$ cat src/modular_exponentiation_core_assert.svh
// Assertion macros shared by the modular exponentiation core modules.
`ifndef MODULAR_EXPONENTIATION_CORE_ASSERT_SVH
`define MODULAR_EXPONENTIATION_CORE_ASSERT_SVH

// Same-cycle implication, sampled on clk, off during reset.
`define MEXP_ASSERT_IMPL(label, ante, cons, msg) \
    label: assert property (@(posedge clk) disable iff (!rst_n) (ante) |-> (cons)) \
        else $error(msg);

// Next-cycle implication, sampled on clk, off during reset.
`define MEXP_ASSERT_NEXT(label, ante, cons, msg) \
    label: assert property (@(posedge clk) disable iff (!rst_n) (ante) |=> (cons)) \
        else $error(msg);

`endif

$ cat src/mexp_pkg.sv
// Shared widths, constants and control types of the modular exponentiation core.
package mexp_pkg;

    localparam int BASE_W    = 63;
    localparam int EXP_W     = 63;
    localparam int RES_W     = 30;
    localparam int PROD_W    = 61;
    localparam int QUOT_W    = 32;
    localparam int M_W       = 33;
    localparam int BIT_CNT_W = 6;

    localparam logic [RES_W-1:0]     PRIME     = 30'd1000000007;
    localparam logic [RES_W-1:0]     FOLD_30   = 30'd73741817;
    localparam logic [M_W-1:0]       BARRETT_M = 33'd4611685986;
    localparam logic [QUOT_W-1:0]    PRIME_X1  = 32'd1000000007;
    localparam logic [QUOT_W-1:0]    PRIME_X2  = 32'd2000000014;
    localparam logic [QUOT_W-1:0]    PRIME_X3  = 32'd3000000021;
    localparam logic [BIT_CNT_W-1:0] LAST_BIT  = 6'd62;

    typedef enum logic [2:0] {
        ST_IDLE,
        ST_MUL,
        ST_EST,
        ST_QP,
        ST_SUB,
        ST_FIX,
        ST_DONE
    } state_t;

    typedef enum logic [1:0] {
        OP_REDUCE,
        OP_SQUARE,
        OP_MULT
    } op_t;

    typedef struct packed {
        logic load;
        op_t  op;
        logic fix;
        logic shift_exp;
        logic emit;
    } cmd_t;

    typedef struct packed {
        logic exp_msb;
        logic out_free;
    } status_t;

endpackage

$ cat src/mexp_in_if.sv
// Input channel: base and exponent word with valid/ready handshake.
interface mexp_in_if;

    logic                         valid;
    logic                         ready;
    logic [mexp_pkg::BASE_W-1:0] base_value;
    logic [mexp_pkg::EXP_W-1:0]  exponent_value;

    modport source (output valid, output base_value, output exponent_value, input ready);
    modport sink (input valid, input base_value, input exponent_value, output ready);

endinterface

$ cat src/mexp_out_if.sv
// Output channel: power residue word with valid/ready handshake.
interface mexp_out_if;

    logic                        valid;
    logic                        ready;
    logic [mexp_pkg::RES_W-1:0] power_residue;

    modport source (output valid, output power_residue, input ready);
    modport sink (input valid, input power_residue, output ready);

endinterface

$ cat src/mexp_ctrl.sv
// Sequencer for reduce, square and multiply rounds over the exponent bits.
`include "modular_exponentiation_core_assert.svh"

module mexp_ctrl (
    input  logic              clk,
    input  logic              rst_n,
    input  logic              in_valid,
    output logic              in_ready,
    output mexp_pkg::cmd_t    cmd,
    input  mexp_pkg::status_t status
);

    mexp_pkg::state_t                   state_reg;
    mexp_pkg::state_t                   state_next;
    mexp_pkg::op_t                      op_reg;
    mexp_pkg::op_t                      op_next;
    logic [mexp_pkg::BIT_CNT_W-1:0]     bit_cnt_reg;
    logic [mexp_pkg::BIT_CNT_W-1:0]     bit_cnt_next;
    logic                               bit_done;

    always_ff @(posedge clk or negedge rst_n)
    begin
        if (!rst_n)
        begin
            state_reg   <= mexp_pkg::ST_IDLE;
            op_reg      <= mexp_pkg::OP_REDUCE;
            bit_cnt_reg <= '0;
        end
        else
        begin
            state_reg   <= state_next;
            op_reg      <= op_next;
            bit_cnt_reg <= bit_cnt_next;
        end
    end

    always_comb
    begin
        state_next   = state_reg;
        op_next      = op_reg;
        bit_cnt_next = bit_cnt_reg;
        in_ready     = 1'b0;
        bit_done     = 1'b0;
        cmd          = '0;
        cmd.op       = op_reg;
        unique case (state_reg)
            mexp_pkg::ST_IDLE:
            begin
                in_ready = 1'b1;
                if (in_valid)
                begin
                    cmd.load     = 1'b1;
                    op_next      = mexp_pkg::OP_REDUCE;
                    bit_cnt_next = mexp_pkg::LAST_BIT;
                    state_next   = mexp_pkg::ST_MUL;
                end
            end
            mexp_pkg::ST_MUL: state_next = mexp_pkg::ST_EST;
            mexp_pkg::ST_EST: state_next = mexp_pkg::ST_QP;
            mexp_pkg::ST_QP:  state_next = mexp_pkg::ST_SUB;
            mexp_pkg::ST_SUB: state_next = mexp_pkg::ST_FIX;
            mexp_pkg::ST_FIX:
            begin
                cmd.fix    = 1'b1;
                state_next = mexp_pkg::ST_MUL;
                unique case (op_reg)
                    mexp_pkg::OP_REDUCE: op_next = mexp_pkg::OP_SQUARE;
                    mexp_pkg::OP_SQUARE:
                    begin
                        if (status.exp_msb)
                        begin
                            op_next = mexp_pkg::OP_MULT;
                        end
                        else
                        begin
                            bit_done = 1'b1;
                        end
                    end
                    default: bit_done = 1'b1;
                endcase
                if (bit_done)
                begin
                    cmd.shift_exp = 1'b1;
                    op_next       = mexp_pkg::OP_SQUARE;
                    if (bit_cnt_reg == '0)
                    begin
                        state_next = mexp_pkg::ST_DONE;
                    end
                    else
                    begin
                        bit_cnt_next = bit_cnt_reg - 1'b1;
                    end
                end
            end
            mexp_pkg::ST_DONE:
            begin
                if (status.out_free)
                begin
                    cmd.emit   = 1'b1;
                    state_next = mexp_pkg::ST_IDLE;
                end
            end
            default: state_next = mexp_pkg::ST_IDLE;
        endcase
    end

    `MEXP_ASSERT_NEXT(a_accept_starts_reduce, in_valid && in_ready, state_reg == mexp_pkg::ST_MUL && op_reg == mexp_pkg::OP_REDUCE, "accepted word did not start base reduction")
    `MEXP_ASSERT_NEXT(a_last_bit_finishes, state_reg == mexp_pkg::ST_FIX && op_reg == mexp_pkg::OP_SQUARE && !status.exp_msb && bit_cnt_reg == '0, state_reg == mexp_pkg::ST_DONE, "last exponent bit did not finish")
    `MEXP_ASSERT_IMPL(a_busy_not_ready, state_reg != mexp_pkg::ST_IDLE, !in_ready && !cmd.load, "input taken while busy")

endmodule

$ cat src/mexp_datapath.sv
// Operand registers and the shared multiply with Barrett reduction modulo the prime.
`include "modular_exponentiation_core_assert.svh"

module mexp_datapath (
    input  logic                          clk,
    input  logic                          rst_n,
    input  logic [mexp_pkg::BASE_W-1:0]   base_value,
    input  logic [mexp_pkg::EXP_W-1:0]    exponent_value,
    input  mexp_pkg::cmd_t                cmd,
    output mexp_pkg::status_t             status,
    mexp_out_if.source                    result
);

    logic [mexp_pkg::BASE_W-1:0]  base_reg;
    logic [mexp_pkg::EXP_W-1:0]   exp_reg;
    logic [mexp_pkg::RES_W-1:0]   acc_reg;
    logic [mexp_pkg::PROD_W-1:0]  prod_reg;
    logic [mexp_pkg::QUOT_W-1:0]  quot_reg;
    logic [mexp_pkg::QUOT_W-1:0]  qp_reg;
    logic [mexp_pkg::QUOT_W-1:0]  diff_reg;
    logic [mexp_pkg::RES_W-1:0]   residue_reg;
    logic                         valid_reg;

    logic [32:0]                  mul_a;
    logic [mexp_pkg::RES_W-1:0]   mul_b;
    logic [mexp_pkg::RES_W-1:0]   mul_add;
    logic [62:0]                  prod_full;
    logic [65:0]                  est_full;
    logic [61:0]                  qp_full;
    logic [mexp_pkg::QUOT_W-1:0]  corrected;
    logic [mexp_pkg::RES_W-1:0]   reduced;

    always_comb
    begin
        case (cmd.op)
            mexp_pkg::OP_REDUCE:
            begin
                mul_a   = base_reg[62:30];
                mul_b   = mexp_pkg::FOLD_30;
                mul_add = base_reg[29:0];
            end
            mexp_pkg::OP_SQUARE:
            begin
                mul_a   = {3'b0, acc_reg};
                mul_b   = acc_reg;
                mul_add = '0;
            end
            default:
            begin
                mul_a   = {3'b0, acc_reg};
                mul_b   = base_reg[29:0];
                mul_add = '0;
            end
        endcase
    end

    assign prod_full = {30'b0, mul_a} * {33'b0, mul_b} + {33'b0, mul_add};
    assign est_full  = {33'b0, prod_reg[60:28]} * {33'b0, mexp_pkg::BARRETT_M};
    assign qp_full   = {30'b0, quot_reg} * {32'b0, mexp_pkg::PRIME};

    always_comb
    begin
        if (diff_reg >= mexp_pkg::PRIME_X2)
        begin
            corrected = diff_reg - mexp_pkg::PRIME_X2;
        end
        else if (diff_reg >= mexp_pkg::PRIME_X1)
        begin
            corrected = diff_reg - mexp_pkg::PRIME_X1;
        end
        else
        begin
            corrected = diff_reg;
        end
        reduced = corrected[29:0];
    end

    always_ff @(posedge clk)
    begin
        prod_reg <= prod_full[60:0];
        quot_reg <= est_full[65:34];
        qp_reg   <= qp_full[31:0];
        diff_reg <= prod_reg[31:0] - qp_reg;
        if (cmd.load)
        begin
            base_reg <= base_value;
            exp_reg  <= exponent_value;
            acc_reg  <= 30'd1;
        end
        else
        begin
            if (cmd.fix)
            begin
                if (cmd.op == mexp_pkg::OP_REDUCE)
                begin
                    base_reg <= {33'b0, reduced};
                end
                else
                begin
                    acc_reg <= reduced;
                end
            end
            if (cmd.shift_exp)
            begin
                exp_reg <= {exp_reg[61:0], 1'b0};
            end
        end
        if (cmd.emit)
        begin
            residue_reg <= acc_reg;
        end
    end

    always_ff @(posedge clk or negedge rst_n)
    begin
        if (!rst_n)
        begin
            valid_reg <= 1'b0;
        end
        else if (cmd.emit)
        begin
            valid_reg <= 1'b1;
        end
        else if (result.ready)
        begin
            valid_reg <= 1'b0;
        end
    end

    assign status.exp_msb  = exp_reg[62];
    assign status.out_free = !valid_reg || result.ready;

    assign result.valid         = valid_reg;
    assign result.power_residue = residue_reg;

    `MEXP_ASSERT_IMPL(a_quotient_error, cmd.fix, diff_reg < mexp_pkg::PRIME_X3, "quotient estimate off by more than two")
    `MEXP_ASSERT_NEXT(a_emit_holds_acc, cmd.emit, result.valid && result.power_residue == $past(acc_reg), "result word lost accumulator value")
    `MEXP_ASSERT_IMPL(a_result_reduced, result.valid, result.power_residue < mexp_pkg::PRIME, "result word not reduced")

endmodule

$ cat src/modular_exponentiation_core.sv
// Computes base to the exponent modulo 1000000007, one word at a time. After a word is
// accepted the core reduces the base, then walks all 63 exponent bits from the top: a
// square every bit, plus a multiply by the reduced base for each one bit. Every modular
// multiply passes through one shared unit (product, Barrett quotient estimate, quotient
// times prime, subtract, final correction). The result sits in an output register, and
// the next word is taken while it waits.
module modular_exponentiation_core (
    input  logic       clk,
    input  logic       rst_n,
    mexp_in_if.sink    operand,
    mexp_out_if.source result
);

    mexp_pkg::cmd_t    cmd;
    mexp_pkg::status_t status;

    mexp_ctrl u_ctrl (
        .clk      (clk),
        .rst_n    (rst_n),
        .in_valid (operand.valid),
        .in_ready (operand.ready),
        .cmd      (cmd),
        .status   (status)
    );

    mexp_datapath u_datapath (
        .clk            (clk),
        .rst_n          (rst_n),
        .base_value     (operand.base_value),
        .exponent_value (operand.exponent_value),
        .cmd            (cmd),
        .status         (status),
        .result         (result)
    );

endmodule
$ cat src/flat_wrapper.sv
// flat-port wrapper written by rule: the top's interface ports become plain ports
module modular_exponentiation_core_flat 
  (clk, rst_n, operand_valid, operand_base_value, operand_exponent_value, operand_ready, result_valid, result_power_residue, result_ready);
  mexp_in_if operand_i ();
  mexp_out_if result_i ();
  input  logic clk;
  input  logic rst_n;
  input wire logic [$bits(operand_i.valid)-1:0] operand_valid;
  input wire logic [$bits(operand_i.base_value)-1:0] operand_base_value;
  input wire logic [$bits(operand_i.exponent_value)-1:0] operand_exponent_value;
  output wire logic [$bits(operand_i.ready)-1:0] operand_ready;
  output wire logic [$bits(result_i.valid)-1:0] result_valid;
  output wire logic [$bits(result_i.power_residue)-1:0] result_power_residue;
  input wire logic [$bits(result_i.ready)-1:0] result_ready;
  assign operand_i.valid = operand_valid;
  assign operand_i.base_value = operand_base_value;
  assign operand_i.exponent_value = operand_exponent_value;
  assign operand_ready = operand_i.ready;
  assign result_valid = result_i.valid;
  assign result_power_residue = result_i.power_residue;
  assign result_i.ready = result_ready;
  modular_exponentiation_core u_core (.clk(clk), .rst_n(rst_n), .operand(operand_i), .result(result_i));
endmodule
$ cat config.mk
export PLATFORM = sky130hd
export DESIGN_NAME = modular_exponentiation_core_flat
export DESIGN_NICKNAME = d
export VERILOG_FILES = /design/src/mexp_pkg.sv /design/src/mexp_in_if.sv /design/src/mexp_out_if.sv /design/src/mexp_ctrl.sv /design/src/mexp_datapath.sv /design/src/modular_exponentiation_core.sv /design/src/flat_wrapper.sv
export VERILOG_INCLUDE_DIRS = /design/src /design/src/src
export SDC_FILE = /design/constraint.sdc
export NUM_CORES = 2
export LEC_CHECK = 0
export BUFFER_PORTS_ARGS = -buffer_cell sky130_fd_sc_hd__buf_4
export CAP_MARGIN = 30
export CORE_ASPECT_RATIO = 0.75
export CORE_MARGIN = 2
export CORE_UTILIZATION = 30
export DETAILED_ROUTE_END_ITERATION = 16
export PLACE_DENSITY = 0.41
export SLEW_MARGIN = 20
export SYNTH_ARGS = -nofsm -noshare
export SYNTH_HDL_FRONTEND = slang
export SYNTH_SLANG_ARGS = --single-unit
$ cat constraint.sdc
create_clock -name clk -period 13.8 [get_ports clk]
set_input_delay 1.38 -clock clk [delete_from_list [all_inputs] [get_ports clk]]
set_output_delay 1.38 -clock clk [all_outputs]
set_load 0.005 [all_outputs]
After elaboration in Yosys (flattened, before gate mapping)

Cells that the tools add are included.
Widths: inputs -> output; s select.

Register bits: 355
Word-level logic and storage cells: 87
Bits of input ports: 130

Muxes and demuxes: 36
Order comparisons: 2
Reduce and logical (&&, ||, !) cells: 15
Bitwise logic cells: 1
Eq/ne operators: 13
$add $sub $neg: 5
Multiply operators: 3

Operators by type and width:

| cell                   | number |
|---|---|
| $mux 63                | 5 |
| $mux 30                | 3 |
| $mul 33x32->65 const B | 1 |
| $add 61x30->61         | 1 |
| $mul 33x30->61         | 1 |
| $pmux 30 s2            | 1 |
| $sub 30x30->30 const B | 2 |
| $mux 33                | 1 |
| $ge 32x30->1 const B   | 1 |
| $ge 32x31->1 const B   | 1 |
| $mul 32x30->32 const B | 1 |
| $sub 32x32->32         | 1 |
| $pmux 3 s7             | 1 |
| $mux 6                 | 3 |
| $mux 3                 | 4 |
| $pmux 6 s2             | 1 |
| $mux 1                 | 10 |
| $reduce_bool 2->1      | 5 |
| $eq 3x3->1 const B     | 3 |
| $mux 2                 | 4 |
| $pmux 2 s2             | 2 |
| $reduce_and 4->1       | 2 |
| $eq 3x2->1 const B     | 2 |
| $logic_not 6->1        | 1 |
| 14 further kinds       | 18 |

Depth between registers and ports, before layout

Depth after elaboration: 7
Gate-level depth with buffers: 34
Depth with buffers taken out: 29

By module

From an unflattened synthesis, not the netlist that was laid out.

Cells, all modules: 6947
Area, all modules: 67893.9 µm²

By module, submodules not included:

| module        | area each (µm²) | cells an instance | instances |
|---|---|---|---|
| mexp_datapath | 67243.2         | 6877              | 1 |
| mexp_ctrl     | 650.6           | 70                | 1 |

Worst setup path before layout

No wires, ideal clock.

Path kind: reg2reg
Start point: register u_core.u_ctrl.op_reg[0]
End point: register u_core.u_datapath.prod_reg[59] in the netlist's numbering
Data arrival time: 8.856 ns
Path slack: 4.814 ns
Buffers on the path: 5
Stages on the path, launching flop included: 31
Clock period less this slack: 8.986 ns
Data required time: 13.669 ns
Path through: dfrtp_1 -> clkbuf_1 -> nor2_1 -> clkbuf_1 -> clkbuf_1 -> mux2i_1 -> clkbuf_1 -> nor2_1 -> fa_1 -> fa_1 -> fa_1 -> inv_1 -> fa_1 -> inv_1 -> fa_1 -> fa_1 -> fa_1 -> fa_1 -> ha_1 -> buf_2 -> a21oi_1 -> o21ai_0 -> a2111oi_0 -> a22oi_1 -> or4_1 -> nand4_1 -> a21oi_1 -> a21oi_1 -> nand2b_1 -> o31ai_1 -> xor2_1

Longest elaborated chain between the ends: 4

RTL lines:

| item                                          | line                | RTL |
|---|---|---|
| start: declaration                            | mexp_ctrl.sv:15     | `mexp_pkg::op_t op_reg;` |
| start signal: assignment                      | mexp_ctrl.sv:26     | `op_reg <= mexp_pkg::OP_REDUCE;` |
| start signal: assignment                      | mexp_ctrl.sv:32     | `op_reg <= op_next;` |
| $eq 2x1->1 or $logic_not 2->1 (tied branches) | mexp_datapath.sv:35 | `case (cmd.op)` |
| $pmux 30 s2 or $mux 33 (tied branches)        | mexp_datapath.sv:35 |  |
| $mul 33x30->61                                | mexp_datapath.sv:57 | `assign prod_full = {30'b0, mul_a} * {33'b0, mul_b} + {33'b0, mul_add};` |
| $add 61x30->61 (*)                            | mexp_datapath.sv:57 |  |
| net u_core.u_datapath.prod_full[59]           | mexp_datapath.sv:27 | `logic [62:0] prod_full;` |
| end signal: assignment                        | mexp_datapath.sv:80 | `prod_reg <= prod_full[60:0];` |
| end: declaration                              | mexp_datapath.sv:17 | `logic [mexp_pkg::PROD_W-1:0] prod_reg;` |

Mark *: on every way through the listed nets, which the timed path passes. The rest lies on a longest branch.
A chain may end at the register's enable or synchronous reset.

Final worst setup path

Start point: register u_core.u_ctrl.op_reg[1]
End point: register u_core.u_datapath.prod_reg[56] in the netlist's numbering

Same word-level chain as after synthesis.

==> flow_summary_export.csv <==
group,metric,value,unit
outcome,outcome,"finished, final reports clean",
detailed_routing,ant_nets,0,
global_route,grt_use_met1,32.0,%
clock_tree,htreeDepth,2,
clock_tree,post_cts_buffers,0,
timing,report.final.slew_viol_count,0,
flow_run,maxCapViolCount,0,
clock_tree,clk-insertion-delay-late,700,ps
detailed_routing,drtIter0Drc,3267,
global_route,grt.busiest_layer,"met1",
detailed_routing,drt-total-wl,235000,µm
clock_tree,holdBufCountCts,0,
logic_synthesis,synth_edf_count,156,
die,rows,150,
clock_tree,clkSlewWorstSetupHoldPaths,70,ps
die,die_h,414,µm
logic_synthesis,postSynthAreaPerCell,9.64,µm²
timing,fin_tns_setup,0,ps
timing,clock_skew,76.5,ps
timing,min_period,10460,ps
global_route,grt_first_pass_wirelength,349000,µm
clock_tree,root_buffer,"clkbuf_16",
timing,fin_ws,3340,ps
setup_path,cp-start-kind,"flip-flop",
logic_synthesis,ys_types,75,
timing,max_freq,0.0956,GHz
detailed_routing,via_per_inst,4.70,
final_layout,syn_to_final_growth,10.2,%
placed_design,gp_congestion,0.904,
global_route,antenna_found_initial,22,
timing,tightest_slew,1020,ps
final_layout,final_core_util,33.2,%
logic_synthesis,netlist_instances,6972,
detailed_routing,drt_pass1_iterations,5,
timing,rsz0062_at_grt,"no",
detailed_routing,drc,0,
logic_synthesis,ys_async_sr_fraction,3.38,%
logic_synthesis,ys.warnings.count,0,
timing,hold_violations,0,
clock_tree,ctsLongestPathBuffers,3,
die,core_region_area,223000,µm²
setup_path,critPathRequiredTime,14350,ps
clock_tree,numClockSinks,355,
setup_path,cp_max_fo,51,
placed_design,port_buffers,161,
placed_design,place_ws,3470,ps
placed_design,dpl.hpwl,199000,µm
global_route,grtUsageTotal,21.0,%
detailed_routing,num_vias,47500,
die,start_util,30.2,%
timing,setup_violations,0,
setup_path,crit_path_max_incr_delay,730,ps
clock_tree,cts_tree,"done",
die,ioPinCount,162,
setup_path,cp_slowest_cell,"dfrtp_4",
logic_synthesis,ys_seq_area_share,13.0,%
logic_synthesis,ys_ff_latch,355,
die,die_area,228000,µm²
global_route,grt_max_degree,61,
global_route,use_met3,3.86,%
timing,whs,507,ps
global_route,overflow,0,
clock_tree,numCtsBuffers,46,
final_layout,nets,9464,
setup_path,cp_common_cell,"fa_1",
final_layout,drive_gt1_share,5.97,%
global_route,grt_pass1_vias,50200,
timing,min_period_over_period,75.8,%
logic_synthesis,ys.flop_type,"dfxtp_1",
setup_path,endpoint_kind,"flip-flop",
clock_tree,post_cts_resized,0,
setup_path,arrival,11010,ps
setup_path,path_class,"flip-flop to flip-flop",
timing,slew_headroom,31.5,%
logic_synthesis,syn_area,67200,µm²
final_layout,final.fill_count,23000,
global_route,grt_use_met2,31.0,%
die,die_w,551,µm
detailed_routing,wl_per_cell,23.3,µm
worst_hold_path,hold_path_class,"flip-flop to flip-flop",
-- kinds of logic (layout without fill, tap and decap cells) --
| group | Yosys count | in the layout | synth area share, % |
|---|---|---|---|
| fa+ha+maj | 2231 | 2231 | 57.0 |
| buf+inv | 1830 | 1958 | 10.2 |
| simple gates | 1681 | 1681 | 10.4 |
| compound gates | 594 | 594 | 5.53 |
| flops | 355 | 355 | 13.0 |
| xor+xnor | 197 | 197 | 2.57 |
| mux | 82 | 82 | 1.29 |
| other cells | 2 | 47 | 0.0112 |
-- cells in the mapped netlist, types with 4 or more instances --
cell type  count  area share [%]
nor4_1         5           0.047
xnor2_1      141             1.8
and3_1        48            0.45
mux2_2        39            0.65
buf_1         11           0.061
nor3b_1        5           0.056
nor2b_1       24            0.22
clkbuf_1     203             1.1
a2111oi_0      7           0.091
mux2i_1       43            0.64
fa_1        1384              41
a41oi_1        5           0.065
o2111ai_1      5           0.065
dfrtp_1       12            0.45
nand2b_1      43            0.40
a31oi_1       18            0.17
nor3_1        35            0.26
nand3b_1       4           0.045
nand2_1      877             4.9
a21boi_0       6           0.067
o21bai_1      23            0.26
o21ai_1       18            0.13
o21ai_0      134             1.0
o21a_1        45            0.50
dfxtp_1      187             5.6
o31ai_1        7           0.078
xor2_1        56            0.73
edfxtp_1     156             7.0
nand3_1       38            0.28
a21oi_1      185             1.4
and2_1        47            0.44
inv_1       1612             9.0
a221oi_1       4           0.052
a41o_1         4           0.060
or3_1          5           0.047
a211oi_1      20            0.22
o31a_1         4           0.052
nor2_1       518             2.9
a21o_1        61            0.68
ha_1         847              16
nand4_1       16            0.15
or2_2          6           0.056
a211o_1        6           0.078
o211ai_1      11            0.12
-- worst max-delay path: cells and delay by family, from the launching register on --
kind,cells,cell delay [ps]
DFF,1,730
xor gates and xnor gates,1,150
AOI/OAI and AO/OA,6,1790
buffers and inverters,7,1660
and+or+nand+nor,6,1280
adders and majority gates,9,4340
muxes,1,260
-- metal layers --
| layer | vias to the layer above | share of wire (%) |
|---|---|---|
| li1 | 21500 | - |
| met1 | 24500 | 49 |
| met2 | 1314 | 42 |
| met3 | 172 | 6.7 |
| met4 | 6 | 2.0 |
| met5 | - | 0.014 |
-- area by class of cell --
cell class | count | area (µm²) | area share, %
Inverter | 1612 | 6050 | 8.17
Tap cell | 2964 | 3710 | 5.01
Timing Repair Buffer | 261 | 2070 | 2.79
Clock buffer | 61 | 1260 | 1.70
Multi-Input combinational cell | 4827 | 52000 | 70.1
Clock inverter | 24 | 283 | 0.382
Antenna cell | 5 | 12.5 | 0.0169
Sequential cell | 355 | 8730 | 11.8
-- through the flow --
stage	std cells	cell area, µm²
4_1_cts	10100	74000
2_1_floorplan	7012	67400
3_3_place_gp	10000	72300
3_5_place_dp	10000	72500
5_1_grt	10100	74100
6_report	10100	74100
-- path summary, 6_finish.rpt --
path / depth (start not counted) / end / from / slack (ps)
max in group asynchronous: 1 / u_core.u_ctrl.op_reg[1]$_DFFE_PN0P_ / rst_n / 12990
setup reg to reg: 30 / u_core.u_datapath.prod_reg[56]$_DFF_P_ / u_core.u_ctrl.op_reg[1]$_DFFE_PN0P_ / 3340
hold reg to reg: 2 / u_core.u_datapath.exp_reg[6]$_DFFE_PP_ / u_core.u_datapath.exp_reg[5]$_DFFE_PP_ / 510
setup / recovery: 30 / u_core.u_datapath.prod_reg[56]$_DFF_P_ / u_core.u_ctrl.op_reg[1]$_DFFE_PN0P_ / 3340
hold / removal: 2 / u_core.u_datapath.exp_reg[6]$_DFFE_PP_ / u_core.u_datapath.exp_reg[5]$_DFFE_PP_ / 510
min in group asynchronous: 1 / u_core.u_datapath.result.valid$_DFFE_PN0P_ / rst_n / 560
-- placed cells by master (no fill, tap or decap), types with 61 or more instances in the layout --
cell type	netlist	final
inv_1	1612	1612
fa_1	1384	1384
ha_1	847	847
xnor2_1	141	141
a21oi_1	185	182
nor2_1	518	516
a21o_1	61	61
edfxtp_1	156	156
buf_4	1	253
nand2_1	877	876
dfxtp_1	187	187
o21ai_0	134	128
Power is not shown: default switching activity piles up to over one toggle a cycle in this logic, so the estimate is an artifact.
